<file path="src/sv/pfat_pkg.sv">
// Shared types and constants of the page frame allocator and translator.
package pfat_pkg;

   localparam int NUM_FRAMES    = 256;
   localparam int MAX_JOBS      = 16;
   localparam int MAX_JOB_BYTES = 104857600;
   localparam int FRAME_AW      = $clog2(NUM_FRAMES);
   localparam int FRAME_CW      = FRAME_AW + 1;
   localparam int SLOT_AW       = $clog2(MAX_JOBS);
   localparam int PS_W          = 21;
   localparam int PS_CAP        = 1048576;
   localparam int PS_RESET      = 4096;
   localparam int SIZE_W        = 27;
   localparam int ID_W          = 16;
   localparam int LIM_W         = 9;
   localparam int CNT_W         = 9;
   localparam int IDENT_LAST    = 65535;
   localparam int CSR_W         = 21;
   localparam int DIV_STEPS     = SIZE_W;
   localparam int DIV_CNT_W     = $clog2(DIV_STEPS);
   localparam int PAGE_W        = 8;
   localparam int OFF_W         = 20;
   localparam int PHYS_W        = 28;
   localparam int PROD_W        = FRAME_AW + PS_W;
   localparam int RAM_W         = SLOT_AW + PAGE_W;

   typedef enum logic [1:0] {
      OP_ALLOC,
      OP_TRANSLATE,
      OP_REMOVE,
      OP_NONE
   } op_type;

   typedef enum logic [2:0] {
      ST_OK,
      ST_BAD_SIZE,
      ST_NO_FRAMES,
      ST_TABLE_FULL,
      ST_NOT_FOUND,
      ST_OUT_OF_BOUNDS,
      ST_ID_ZERO
   } status_type;

   typedef enum logic {
      CSR_PAGE_SIZE,
      CSR_FRAMES_IN_USE
   } csr_index_type;

   typedef enum logic [3:0] {
      S_IDLE,
      S_DECODE,
      S_DIV,
      S_TR_CHECK,
      S_COUNT,
      S_PLACE,
      S_SCAN_TR,
      S_PHYS,
      S_SCAN_RM
   } state_type;

   typedef struct packed {
      op_type                   op;
      logic [SIZE_W-1:0]        job_size;
      logic [ID_W-1:0]          job_id;
      logic [SIZE_W-1:0]        logical_address;
   } req_type;

   typedef struct packed {
      status_type               status;
      logic [ID_W-1:0]          assigned_id;
      logic [CNT_W-1:0]         page_count;
      logic [OFF_W-1:0]         fragmentation;
      logic [PAGE_W-1:0]        page_index;
      logic [OFF_W-1:0]         page_offset;
      logic [PAGE_W-1:0]        frame_number;
      logic [PHYS_W-1:0]        physical_address;
   } rsp_type;

   typedef struct packed {
      logic       load;
      logic       div_init;
      logic       div_step;
      logic       scan_clr;
      logic       count_step;
      logic       place_step;
      logic       read_step;
      logic       mul;
      logic       commit_alloc;
      logic       commit_remove;
      logic       respond;
      status_type status;
   } cmd_type;

   typedef struct packed {
      op_type op;
      logic   size_bad;
      logic   id_zero;
      logic   found;
      logic   addr_oob;
      logic   pg_oob;
      logic   div_last;
      logic   count_end;
      logic   place_end;
      logic   scan_end;
      logic   frames_short;
      logic   slot_free;
      logic   ident_ok;
      logic   hit;
   } sts_type;

endpackage

</file>
<file path="src/sv/pfat_ctrl.sv">
// Controller state machine that sequences each request through the datapath.
module pfat_ctrl (
   input  logic              clock,
   input  logic              reset,
   input  logic              start,
   output logic              busy,
   output pfat_pkg::cmd_type cmd,
   input  pfat_pkg::sts_type sts
);
   import pfat_pkg::*;

   state_type state_ff;
   state_type state_in;

   always_ff @(posedge clock) begin
      if (reset) begin
         state_ff <= S_IDLE;
      end else begin
         state_ff <= state_in;
      end
   end

   assign busy = (state_ff != S_IDLE);

   always_comb begin
      state_in = state_ff;
      cmd      = '0;
      cmd.status = ST_OK;
      case (state_ff)
         S_IDLE: begin
            if (start) begin
               cmd.load = 1'b1;
               state_in = S_DECODE;
            end
         end
         S_DECODE: begin
            cmd.scan_clr = 1'b1;
            case (sts.op)
               OP_ALLOC: begin
                  if (sts.size_bad) begin
                     cmd.respond = 1'b1;
                     cmd.status  = ST_BAD_SIZE;
                     state_in    = S_IDLE;
                  end else begin
                     cmd.div_init = 1'b1;
                     state_in     = S_DIV;
                  end
               end
               OP_TRANSLATE: begin
                  if (!sts.found) begin
                     cmd.respond = 1'b1;
                     cmd.status  = ST_NOT_FOUND;
                     state_in    = S_IDLE;
                  end else if (sts.addr_oob) begin
                     cmd.respond = 1'b1;
                     cmd.status  = ST_OUT_OF_BOUNDS;
                     state_in    = S_IDLE;
                  end else begin
                     cmd.div_init = 1'b1;
                     state_in     = S_DIV;
                  end
               end
               OP_REMOVE: begin
                  if (sts.id_zero) begin
                     cmd.respond = 1'b1;
                     cmd.status  = ST_ID_ZERO;
                     state_in    = S_IDLE;
                  end else if (!sts.found) begin
                     cmd.respond = 1'b1;
                     cmd.status  = ST_NOT_FOUND;
                     state_in    = S_IDLE;
                  end else begin
                     state_in = S_SCAN_RM;
                  end
               end
               default: begin
                  cmd.respond = 1'b1;
                  state_in    = S_IDLE;
               end
            endcase
         end
         S_DIV: begin
            cmd.div_step = 1'b1;
            if (sts.div_last) begin
               state_in = (sts.op == OP_ALLOC) ? S_COUNT : S_TR_CHECK;
            end
         end
         S_TR_CHECK: begin
            if (sts.pg_oob) begin
               cmd.respond = 1'b1;
               cmd.status  = ST_OUT_OF_BOUNDS;
               state_in    = S_IDLE;
            end else begin
               state_in = S_SCAN_TR;
            end
         end
         S_COUNT: begin
            cmd.count_step = 1'b1;
            if (sts.count_end) begin
               if (sts.frames_short) begin
                  cmd.respond = 1'b1;
                  cmd.status  = ST_NO_FRAMES;
                  state_in    = S_IDLE;
               end else if (!sts.slot_free || !sts.ident_ok) begin
                  cmd.respond = 1'b1;
                  cmd.status  = ST_TABLE_FULL;
                  state_in    = S_IDLE;
               end else begin
                  cmd.scan_clr = 1'b1;
                  state_in     = S_PLACE;
               end
            end
         end
         S_PLACE: begin
            if (sts.place_end) begin
               cmd.commit_alloc = 1'b1;
               cmd.respond      = 1'b1;
               state_in         = S_IDLE;
            end else begin
               cmd.place_step = 1'b1;
            end
         end
         S_SCAN_TR: begin
            cmd.read_step = 1'b1;
            if (sts.scan_end) begin
               if (sts.hit) begin
                  cmd.mul  = 1'b1;
                  state_in = S_PHYS;
               end else begin
                  cmd.respond = 1'b1;
                  cmd.status  = ST_OUT_OF_BOUNDS;
                  state_in    = S_IDLE;
               end
            end
         end
         S_PHYS: begin
            cmd.respond = 1'b1;
            state_in    = S_IDLE;
         end
         S_SCAN_RM: begin
            cmd.read_step = 1'b1;
            if (sts.scan_end) begin
               cmd.commit_remove = 1'b1;
               cmd.respond       = 1'b1;
               state_in          = S_IDLE;
            end
         end
         default: begin
            state_in = S_IDLE;
         end
      endcase
   end
endmodule

</file>
<file path="config.mk">
export PLATFORM = sky130hd
export DESIGN_NAME = pfat_ctrl
export DESIGN_NICKNAME = d
export VERILOG_FILES = /design/src/sv/pfat_pkg.sv /design/src/sv/pfat_ctrl.sv
export SDC_FILE = /design/constraint.sdc
export NUM_CORES = 1
export LEC_CHECK = 0
export ABC_AREA = 0
export BUFFER_PORTS_ARGS = -buffer_cell sky130_fd_sc_hd__buf_2
export CAP_MARGIN = 20
export CORE_UTILIZATION = 39
export DETAILED_ROUTE_END_ITERATION = 6
export PLACE_DENSITY = 0.74
export SLEW_MARGIN = 15
export SYNTH_ARGS = -nofsm -noshare
export SYNTH_HDL_FRONTEND = slang
export SYNTH_SLANG_ARGS = --single-unit
</file>
<file path="constraint.sdc">
create_clock -name clock -period 1.6 [get_ports clock]
set_input_delay 0.16 -clock clock [delete_from_list [all_inputs] [get_ports clock]]
set_output_delay 0.16 -clock clock [all_outputs]
set_load 0.05 [all_outputs]
</file>
==> impl_results.md, run 1 <==
* Status: complete, but fails checks
* Violated checks: negative setup slack
* Setup violations, final at 16
* Die width at 41.8 µm
* RSZ-0062 raised after global routing: yes
* TritonCTS Sinks at 4
* First-pass GRT wire length at approximately 4800 µm
* MaxCap Viol Count at 0
* Hold Violations, Final at 0
* Rel. slew slack at 72.9%
* Initial DRC Count at 60
* Final Cell Area at 1380 µm²
* CP Buf/Inv Count at 1
* Post-DP HPWL at 1960 µm
* Crit-path cells: or4b_4 -> or3b_4 -> o21ai_4 -> buf_6
* Post-route minimum period at 2020 ps
* Antenna violations before repair at 0
* F_max at 0.495 GHz
* Dpl cell area at around 1100 µm²
* Vias in the first global route at 1,050
* PwrDens at 412 nW/µm²
* Mapped Area at 618 µm²
* Port bufs at 32
* Top cell type's share of synthesized area at 13.0%
* Max reg flops at 4
* CTS buffer count at 3
* RePlAce Congestion at 0.850
* Pwr Total at 0.000566 W
* Root Driver: clkbuf_4
* GR Util All Layers at 37.0%
* Fin crit share at 126%
* # nets final at 171
* Critical path class: reg2out
* Pleak at 0.616 nW
* Synth top area cells: dfxtp_1 (13%), nand2b_1 (5.1%), nor3_1 (4.9%)
* Worst-Margin Slew at 402 ps
* Yosys warning count at 0
* DR pass1 iterations at 4
* Arrival @ worst endpoint at 1860 ps
* Worst vdd ir at 487 µV
* Layout Skew at around 0.54 ps
* Slew Viols, Final at 0
* Initial core utilization at 41.5%
* Die Height at 41.8 µm
* Worst stage delay on the critical path at 560 ps
* Setup TNS at -3250 ps
* CP required at 1440 ps
* Slowest cell on the critical path: or4b_4
* Delay-heaviest family, CP: simple AND/OR/NAND/NOR gates
* Syn Inst Count at 87
* Syn nets at 105
* Crit path launch type: flip-flop
* Biggest regs: state_ff: 4 flops
* Insertion delay to the later sink of the worst-skew pair at 250 ps
* CTS tree: built
* CTS max path bufs at 2
* Post-synth cell types at 40
* # H-tree levels at 1
* CTS Hold Bufs at 0
* IO Count at 33
* Area leader, netlist: dfxtp_1
* Final wirelength at 3340 µm
* Antenna Nets Post-Route at 0
* Worst min-delay path category: in2reg
* DRC Markers at 0
* Area grow syn2layout at 122%
* Cell Rows at 14
* Die area at roughly 1700 µm²
* Ant diodes at 0
* Vias per cell at 6.49
* Total number of vias at 1,084
* Critical Path Sink Type: output port
* WL/cell at 20.0 µm
* Layout cells sized above 1 at 70.2%
* Top reg by flops: state_ff
* Clk slew on worst S/H paths at approximately 40 ps
* Post-Syn Area per Cell at slightly above 7 µm²
* Sequential-to-total area share from yosys stat at about an eighth
* Pin count of the biggest net entering global routing at 10
* Overflow after GRT at 0
* Finished Core Util at 92.4%
* #FFs+latches synth at 4
* Critical-path maximum fanout at 3
* Post-route setup slack at -420 ps
* Core area at about 1500 µm²
[final cells by class]
class | instances | area (µm²)
flip-flops and latches | 4 | 83.8
well taps | 16 | 20.0
clock buffers | 3 | 22.5
multi-input cells | 73 | 703
fillers | 62 | 114
inverters | 4 | 17.5
repair buffers | 67 | 528
[where the power goes]
group	internal, W	total, W	switching (W)
logic	0.000134	0.000317	0.000183
clock network	0.0000849	0.000142	0.0000566
registers	0.000104	0.000108	0.00000414
[per-layer routing]
layer  GRT usage [%]  vias to the layer above  share of wire (%)
met2            68.4                       95                 50
met5               0                        -                  0
met1            37.7                      491                 35
li1                -                      474                  -
met4            24.5                        0                6.2
met3            5.22                       24                8.3
[cells in the mapped netlist]
library cell	instances
nand3_1	2
nor4bb_1	1
o311ai_0	2
or2_2	2
nor3_1	6
a211oi_1	2
a2bb2oi_1	1
nor4_1	2
nand4_1	1
mux2_2	1
and3_1	2
a21oi_1	4
nand2b_1	5
nor4b_1	1
nor2b_1	3
inv_1	4
nor2_1	4
o21ai_0	3
or4bb_1	1
or3b_1	1
o21ai_1	2
o32ai_1	1
nand2_1	6
a31o_1	1
dfxtp_1	4
o2bb2ai_1	1
or4b_4	1
nand3b_1	3
or4_1	1
or4b_2	2
a31oi_1	1
xnor2_1	1
o211ai_1	3
a211o_1	2
buf_2	3
clkbuf_1	3
nor4b_2	1
or3b_2	1
o21ba_2	1
mux2i_1	1
[through the flow]
stage / hold WS (ps) / setup slack [ps] / instances
after floorplan: 365 / -232 / 87
after global placement: 482 / -219 / 158
after detailed placement: 507 / -260 / 158
after CTS: 247 / -400 / 167
after global routing: 277 / -494 / 167
final: 277 / -420 / 167
[layout by cell type (no fill, tap or decap), types with 3 or more instances in the layout]
master and count:
clkbuf_4 3, nand2_1 6, buf_6 16, buf_4 29, o21ai_2 3, inv_1 3
buf_2 20, or4b_4 3, nor3_4 3, nor2_1 3, o211ai_1 3, nand3b_1 3
dfxtp_2 3, nand2b_4 3
[what timing repair did]
action | CTS | global route
endpoints found under the hold margin | 0 | 0
buffers inserted | 6 | 1
endpoints found under the setup margin | 17 | 16
pin swaps | 14 | 4
resized for setup | 46 | 12
[worst reg2reg max path: stages, from the launching register on]
cell and delay, ps:
dfxtp_2 330, or4b_4 560, or3b_4 420, buf_4 150, nor4b_2 200, a31o_1 120
[kinds of logic after synthesis]
group,synth area share (%)
AOI/OAI and AO/OA,27.3
xor gates and xnor gates,1.42
buffers and inverters,6.68
DFF,13.0
muxes,3.44
and+or+nand+nor,48.2
[worst paths after layout]
path	startpoint	endpoint	slack, ps	depth (start not counted)
setup / recovery	state_ff[3]$_SDFFE_PP0P_	cmd[1]	-420	4
hold / removal	sts[11]	state_ff[3]$_SDFFE_PP0P_	280	3
setup reg to reg	state_ff[3]$_SDFFE_PP0P_	state_ff[3]$_SDFFE_PP0P_	-240	5
hold reg to reg	state_ff[3]$_SDFFE_PP0P_	state_ff[3]$_SDFFE_PP0P_	640	2
Note: power is estimated with default switching activity, not from simulation.
==> run 2, diff against run 1 <==
--- a/config.mk
+++ b/config.mk
@@ -5,12 +5,12 @@
 export SDC_FILE = /design/constraint.sdc
 export NUM_CORES = 1
 export LEC_CHECK = 0
-export ABC_AREA = 0
+export ABC_AREA = 1
 export BUFFER_PORTS_ARGS = -buffer_cell sky130_fd_sc_hd__buf_2
 export CAP_MARGIN = 20
-export CORE_UTILIZATION = 39
+export CORE_UTILIZATION = 38
 export DETAILED_ROUTE_END_ITERATION = 6
-export PLACE_DENSITY = 0.74
+export PLACE_DENSITY = 0.73
 export SLEW_MARGIN = 15
 export SYNTH_ARGS = -nofsm -noshare
 export SYNTH_HDL_FRONTEND = slang
==> impl_results.md, run 2 <==
* Status: finished, final reports clean
* Setup violations, final at 0
* Antenna Nets Post-Route at 0
* #FFs+latches synth at 4
* Port bufs at 32
* Antenna violations before repair at 0
* Simple-gate share of the synthesized area at 58.1%
* Pin count of the biggest net entering global routing at 7
* Post-synth top flop: dfxtp_1
* Final wirelength at 1930 µm
* Clk slew on worst S/H paths at 40 ps
* Insertion delay to the later sink of the worst-skew pair at 240 ps
* # nets final at 176
* Yosys warning count at 0
* GR Util All Layers at 25.4%
* Die Height at 41.1 µm
* Setup TNS at 0 ps
* Compound-Gate Fraction of Synth Area at 12.7%
* Post-route minimum period at 1590 ps
* Worst hold margin at around 130 ps
* Die area at 1690 µm²
* Logic pwr share at between 40% and 50%
* Die width at 41.1 µm
* Multi-input combinational cell area at 449 µm²
* Count leader, synth: nand2_1
* Layout Skew at between 3 and 4 ps
* CTS max path bufs at 2
* Ant diodes at 0
* TritonCTS Sinks at 4
* Seq pwr share at 24.2%
* Slew Viols, Final at 0
* Layout cells sized above 1 at 40.4%
* Worst min-delay path category: in2reg
* DRC Markers at 0
* Vias per cell at between 5 and 6
* Top reg by flops: state_ff
* Crit path launch type: flip-flop
* PwrDens at 499 nW/µm²
* Sequential-to-total area share from yosys stat at around 14%
* Pleak at 0.561 nW
* Switching power total at about 0.0002 W
* Rel. slew slack at 83.3%
* Initial core utilization at 42.6%
* MaxCap Viol Count at 0
* Post-synthesis adder-cell area fraction at 0%
* Largest family of logic cells by synthesized area: simple AND/OR/NAND/NOR gates
* CP required at 1440 ps
* Biggest regs: state_ff: 4 flops
* WL/cell at 11.3 µm
* Pwr Total at 0.000458 W
* Cell Rows at 13
* Post-DP HPWL at 1490 µm
* Overflow after GRT at 0
* RePlAce Congestion at 0.831
* Final non-filler cell total at 171
* Post-Syn Area per Cell at 5.02 µm²
* Initial DRC Count at 11
* Area grow syn2layout at 57.8%
* Syn nets at 134
* Hold Violations, Final at 0
* Post-synth EDFFs at 0
* Mapped Area at 582 µm²
* Max reg flops at 4
* Core area at 1370 µm²
* CTS buffer count at 3
* Top cell type's share of synthesized area at 20.6%
* Clock power share at 28.9%
* IO Count at 33
* Critical-path maximum fanout at 5
* Worst vdd ir at 263 µV
* Critical Path Sink Type: output port
* Worst-Margin Slew at 253 ps
* Most common cell after layout, fill and taps aside: nand2_1
* Cell internal pwr at 0.000257 W
* Fin crit share at 99.4%
* CTS tree: built
* # H-tree levels at 1
* Arrival @ worst endpoint at 1430 ps
* Vias in the first global route at 701
* F_max at 0.629 GHz
* DR pass1 iterations at 4
* Total number of vias at just under 900
* Fill count at 140
* First-pass GRT wire length at 2830 µm
* RSZ-0062 raised after global routing: yes
* Placed Cells at between 150 and 200
* Area leader, netlist: nand2_1
* Root Driver: clkbuf_4
* Post-Synth XOR/XNOR Area at 0%
* Syn Inst Count at 116
* Critical path class: reg2out
* Commonest cells after routing, fill and taps aside: nand2_1 (30), buf_2 (23), inv_1 (21), nand3_1 (16), nor2_1 (8)
* CTS Hold Bufs at 0
* Synth top area cells: nand2_1 (21%), inv_1 (15%), nand3_1 (15%)
* Post-synth ARST share at 0%
* Leading cell types by count after synthesis: nand2_1 (32), inv_1 (23), nand3_1 (17)
* Post-synth cell types at 16
* Register area at 92.6 µm²
* Sw Share at 44.0%
* Multiplexer share of the synthesized area at 0%
==> run 2: changes by cell type after synthesis, sizes merged, moves of 4 or more <==
cell / previous run / this run
nor2: 4 / 19
nand2: 6 / 33
nand2b: 5 / 0
nor3: 6 / 2
nand3: 2 / 17
inv: 4 / 24
==> run 2: area by class of cell <==
| cell class | count | share of cell area (%) |
|---|---|---|
| clock buffer | 3 | 2.45 |
| inverter | 24 | 10.1 |
| timing repair buffer | 37 | 26.4 |
| tap | 15 | 2.04 |
| multi-input combinational | 88 | 48.9 |
| sequential | 4 | 10.1 |
==> run 2: power by group through the flow <==
stage	Combinational, W	Sequential, W	Clock [W]
after CTS	0.000205	0.000112	0.000129
after floorplan	0.000139	0.000112	0
after global routing	0.000235	0.000112	0.000135
after detailed placement	0.000195	0.000113	0
final	0.000215	0.000111	0.000132
after global placement	0.000194	0.000113	0
==> run 2: what timing repair did <==
action,CTS,global route
endpoints found under the setup margin,9,9
setup buffers,2,0
pin swaps,1,3
resized for setup,16,15
==> run 2: critical path: stages, from the launching register on <==
cell     delay, ps
dfxtp_4        360
inv_4           80
nor2_4          40
buf_4          150
nand2_1         70
nor2_2          40
a21oi_1        150
nand4_1        130
buf_6          170
==> run 2: logic make-up (layout without fill, tap and decap cells) <==
kind of cell,count (synthesis),after routing
AO/OA/AOI/OAI,14,14
buffers and inverters,24,64
AND/OR/NAND/NOR,74,74
flip-flops,4,4
==> run 2: worst paths after layout <==
kind	from	end	cells after the start	slack, ps
setup reg to reg	state_ff[2]$_SDFFE_PP0P_	state_ff[0]$_SDFFE_PP0P_	8	210
hold / removal	reset	state_ff[1]$_SDFFE_PP0P_	2	130
hold reg to reg	state_ff[2]$_SDFFE_PP0P_	state_ff[2]$_SDFFE_PP0P_	2	520
setup / recovery	state_ff[2]$_SDFFE_PP0P_	cmd[3]	8	9
==> run 2: metrics by stage <==
step	setup slack (ps)	area [µm²]	util (%)
2_1_floorplan	-236	599	-
3_3_place_gp	101	801	58.6
3_5_place_dp	54.9	801	58.6
4_1_cts	-18.1	877	64.2
5_1_grt	-68.0	918	67.2
6_report	9.39	918	67.2
==> run 2: layer usage <==
layer / wire length [µm] / global-route usage (%) / share of wire [%]
met1: 879 / 33.2 / 46
met2: 955 / 42.6 / 50
met3: 77 / 3.80 / 4.0
met4: 14 / 7.26 / 0.73
met5: 0 / 0 / 0
==> run 3, diff against run 2 <==
==> constraint.sdc (replaced) <==
create_clock -name clock -period 1.3 [get_ports clock]
set_input_delay 0.13 -clock clock [delete_from_list [all_inputs] [get_ports clock]]
set_output_delay 0.13 -clock clock [all_outputs]
set_load 0.05 [all_outputs]
==> impl_results.md, run 3 <==
* Status: did not finish
* Halt Stage: global routing (5_1_grt)
* Log Error: [ERROR GRT-0232] Routing congestion too high. Check the congestion heatmap in the GUI.
* Root Driver: clkbuf_4
* Leading cell types by count after synthesis: nand2_1 (32), inv_1 (23), nand3_1 (17)
* Post-synth ARST share at 0%
* Post-Syn Area per Cell at 5.02 µm²
* RePlAce Congestion at 0.737
* Syn nets at 134
* Overflow after GRT at 22
* Cell Rows at 13
* Pin count of the biggest net entering global routing at 7
* Port bufs at 32
* Yosys warning count at 0
* IO Count at 33
* Post-synth EDFFs at 0
* GR Util All Layers at 70.9%
* Post-DP HPWL at 1670 µm
* Mapped Area at just under 600 µm²
* Dpl cell area at between 900 and 1000 µm²
* Post-synth cell types at 16
* Syn Inst Count at approximately 120
* TritonCTS Sinks at 4
* Count leader, synth: nand2_1
* Sequential-to-total area share from yosys stat at 13.8%
* CTS max path bufs at 2
* #FFs+latches synth at 4
* CTS buffer count at 3
* Initial core utilization at a little over two fifths
* Worst endpoint type: output port
* # H-tree levels at 1
* Post-synth top flop: dfxtp_1
* Top cell type's share of synthesized area at between 20 and 25%
* Die width at 41.1 µm
* Worst_ep grt: cmd[3]
* Die Height at 41.1 µm
* Area leader, netlist: nand2_1
* Synth top area cells: nand2_1 (21%), inv_1 (15%), nand3_1 (15%)
## run 3: cell counts after synthesis
No cell type changed its count.
## run 3: per-stage QoR
stage	setup slack, ps	TNS (ps)	cells
after floorplan	-365	-634	116
after global placement	-119	-592	182
after detailed placement	-147	-837	182
after CTS	-261	-2170	190
## run 3: logic make-up after synthesis
family	Yosys count	synth area share (%)
buffers and inverters	24	15.5
AO/OA/AOI/OAI	14	12.7
flip-flops	4	13.8
AND/OR/NAND/NOR	74	58.1
## run 3: repair_timing
action,in CTS
gates resized for setup,52
endpoints found under the setup margin,18
setup buffers,4
hold buffers,0
pin swaps,5
## run 3: layer usage
metal  overflow  global-route usage (%)
met1          1                    62.3
met2          6                    93.8
met3          0                    45.1
met4         15                    97.6
met5          0                       0
==> run 4, diff against run 3 <==
--- a/config.mk
+++ b/config.mk
@@ -8,9 +8,10 @@
 export ABC_AREA = 1
 export BUFFER_PORTS_ARGS = -buffer_cell sky130_fd_sc_hd__buf_2
 export CAP_MARGIN = 20
-export CORE_UTILIZATION = 38
+export CORE_AREA = 2 2 63 65
 export DETAILED_ROUTE_END_ITERATION = 6
-export PLACE_DENSITY = 0.73
+export DIE_AREA = 0 0 65 67
+export PLACE_DENSITY_LB_ADDON = 0.15
 export SLEW_MARGIN = 15
 export SYNTH_ARGS = -nofsm -noshare
 export SYNTH_HDL_FRONTEND = slang
==> constraint.sdc (replaced) <==
create_clock -name clock -period 1.7 [get_ports clock]
set_input_delay 0.17 -clock clock [delete_from_list [all_inputs] [get_ports clock]]
set_output_delay 0.17 -clock clock [all_outputs]
set_load 0.05 [all_outputs]
==> impl_results.md, run 4 (synthesis gave the netlist of run 2 again) <==
* Status: finished, final reports clean
* Final non-filler cell total at 204
* Max reg flops at 4
* Pin count of the biggest net entering global routing at 7
* CTS tree: built
* Worst hold margin at 164 ps
* Layout Skew at just over 4 ps
* Ant diodes at 0
* Final Cell Area at 940 µm²
* CTS Hold Bufs at 0
* CP Depth at 7
* Root Driver: clkbuf_8
* Insertion delay to the later sink of the worst-skew pair at 210 ps
* Crit-path cells: inv_2 -> nor2_4 -> nand2_1 -> o31ai_1 -> inv_1 -> nand4_1 -> buf_6
* Worst stage delay on the critical path at 360 ps
* Total number of vias at around 840
* Most common cell after layout, fill and taps aside: nand2_1
* WL/cell at a little under 10 µm
* Critical-path maximum fanout at 5
* End of the critical path: cmd[3]
* PwrDens at around 530 nW/µm²
* Initial core utilization at 16.1%
* Initial DRC Count at 29
* Worst vdd ir at 201 µV
* Dpl cell area at 837 µm²
* Worst Setup SP: state_ff[2]$_SDFFE_PP0P_
* R2R cell count at 9
* CP required at 1530 ps
* Post-DP HPWL at roughly 1700 µm
* Delay-heaviest family, CP: flip-flops
* Critical path class: reg2out
* Port bufs at 32
* Slowest cell on the critical path: dfxtp_4
* CTS buffer count at 3
* Pleak at 0.563 nW
* Layout cells sized above 1 at 39.1%
* MaxCap Viol Count at 0
* Crit path launch type: flip-flop
* Area grow syn2layout at 61.5%
* Hold Violations, Final at 0
* # nets final at about 180
* Worst min-delay path category: in2reg
* TritonCTS Sinks at 4
* Vias in the first global route at 765
* Clk slew on worst S/H paths at 30 ps
* FF-to-FF Start: state_ff[2]$_SDFFE_PP0P_
* GR Util All Layers at 9.58%
* Final wirelength at 1980 µm
* Core area at 3610 µm²
* Vias per cell at 4.09
* CP Buf/Inv Count at 3
* IO Count at 33
* Placed Cells at 199
* Die Height at 67 µm
* RePlAce Congestion at 0.754
* Commonest cells after routing, fill and taps aside: nand2_1 (31), buf_2 (27), inv_1 (21), nand3_1 (16)
* R2R Setup Slk at 340 ps
* Top reg by flops: state_ff
* Rel. slew slack at approximately 80%
* Slew Viols, Final at 0
* Setup violations, final at 0
* Cell Rows at 22
* Antenna violations before repair at 0
* Die width at 65 µm
* DR pass1 iterations at 4
* DRC Markers at 0
* Biggest regs: state_ff: 4 flops
* Overflow after GRT at 0
* Post-route minimum period at between 1500 and 2000 ps
* Worst-Margin Slew at 270 ps
* Arrival @ worst endpoint at 1400 ps
* Die area at ~4400 µm²
* F_max at 0.636 GHz
* # H-tree levels at 1
* Antenna Nets Post-Route at 0
* First-pass GRT wire length at 3290 µm
* Fin crit share at ~90%
* Critical Path Sink Type: output port
* R2R Path End: state_ff[2]$_SDFFE_PP0P_
* CTS max path bufs at 2
[run 4: final cells by class]
class | instances | area [µm²]
clock buffers | 3 | 41.3
fillers | 414 | 2670
inverters | 24 | 90.1
multi-input cells | 88 | 437
flip-flops and latches | 4 | 90.1
well taps | 48 | 60.1
repair buffers | 37 | 221
[run 4: repair_timing]
| item | in CTS | in global routing |
|---|---|---|
| setup buffers | 2 | 0 |
| pin swaps | 1 | 1 |
| endpoints found under the setup margin | 5 | 8 |
| gates cloned | 0 | 0 |
| resized for setup | 7 | 13 |
[run 4: per-layer routing]
metal | global-route usage (%) | vias to the layer above | wire length, µm
met4 | 1.60 | 0 | 0
li1 | - | 449 | -
met5 | 0 | - | 0
met3 | 1.18 | 0 | 37
met1 | 12.0 | 377 | 913
met2 | 17.7 | 9 | 1020
[run 4: how the worst min path moves through the flow]
stage	startpoint	end	slack [ps]	depth (start not counted)
2_1_floorplan	reset	state_ff[0]$_SDFFE_PP0P_	240	1
3_3_place_gp	reset	state_ff[0]$_SDFFE_PP0P_	390	2
3_5_place_dp	reset	state_ff[1]$_SDFFE_PP0P_	390	2
4_1_cts	reset	state_ff[0]$_SDFFE_PP0P_	170	2
5_1_grt	reset	state_ff[0]$_SDFFE_PP0P_	160	2
6_report	reset	state_ff[0]$_SDFFE_PP0P_	160	2
[run 4: power by group]
part	total [W]	switching, W	internal [W]
logic	0.000193	0.000133	0.0000603
clock network	0.000195	0.0000448	0.000151
registers	0.000105	0.00000848	0.0000968
total	0.000494	0.000186	0.000308
[run 4: stage by stage]
step                      setup TNS (ps)  util [%]  total power [W]  worst slack [ps]
after floorplan                     -209         -         0.000234              -146
after global placement                 0      23.2         0.000293               109
after detailed placement               0      23.2         0.000292               129
after CTS                              0      25.3         0.000499              13.3
after global routing             -0.0332      26.1         0.000530           -0.0332
final                                  0      26.1         0.000494               129
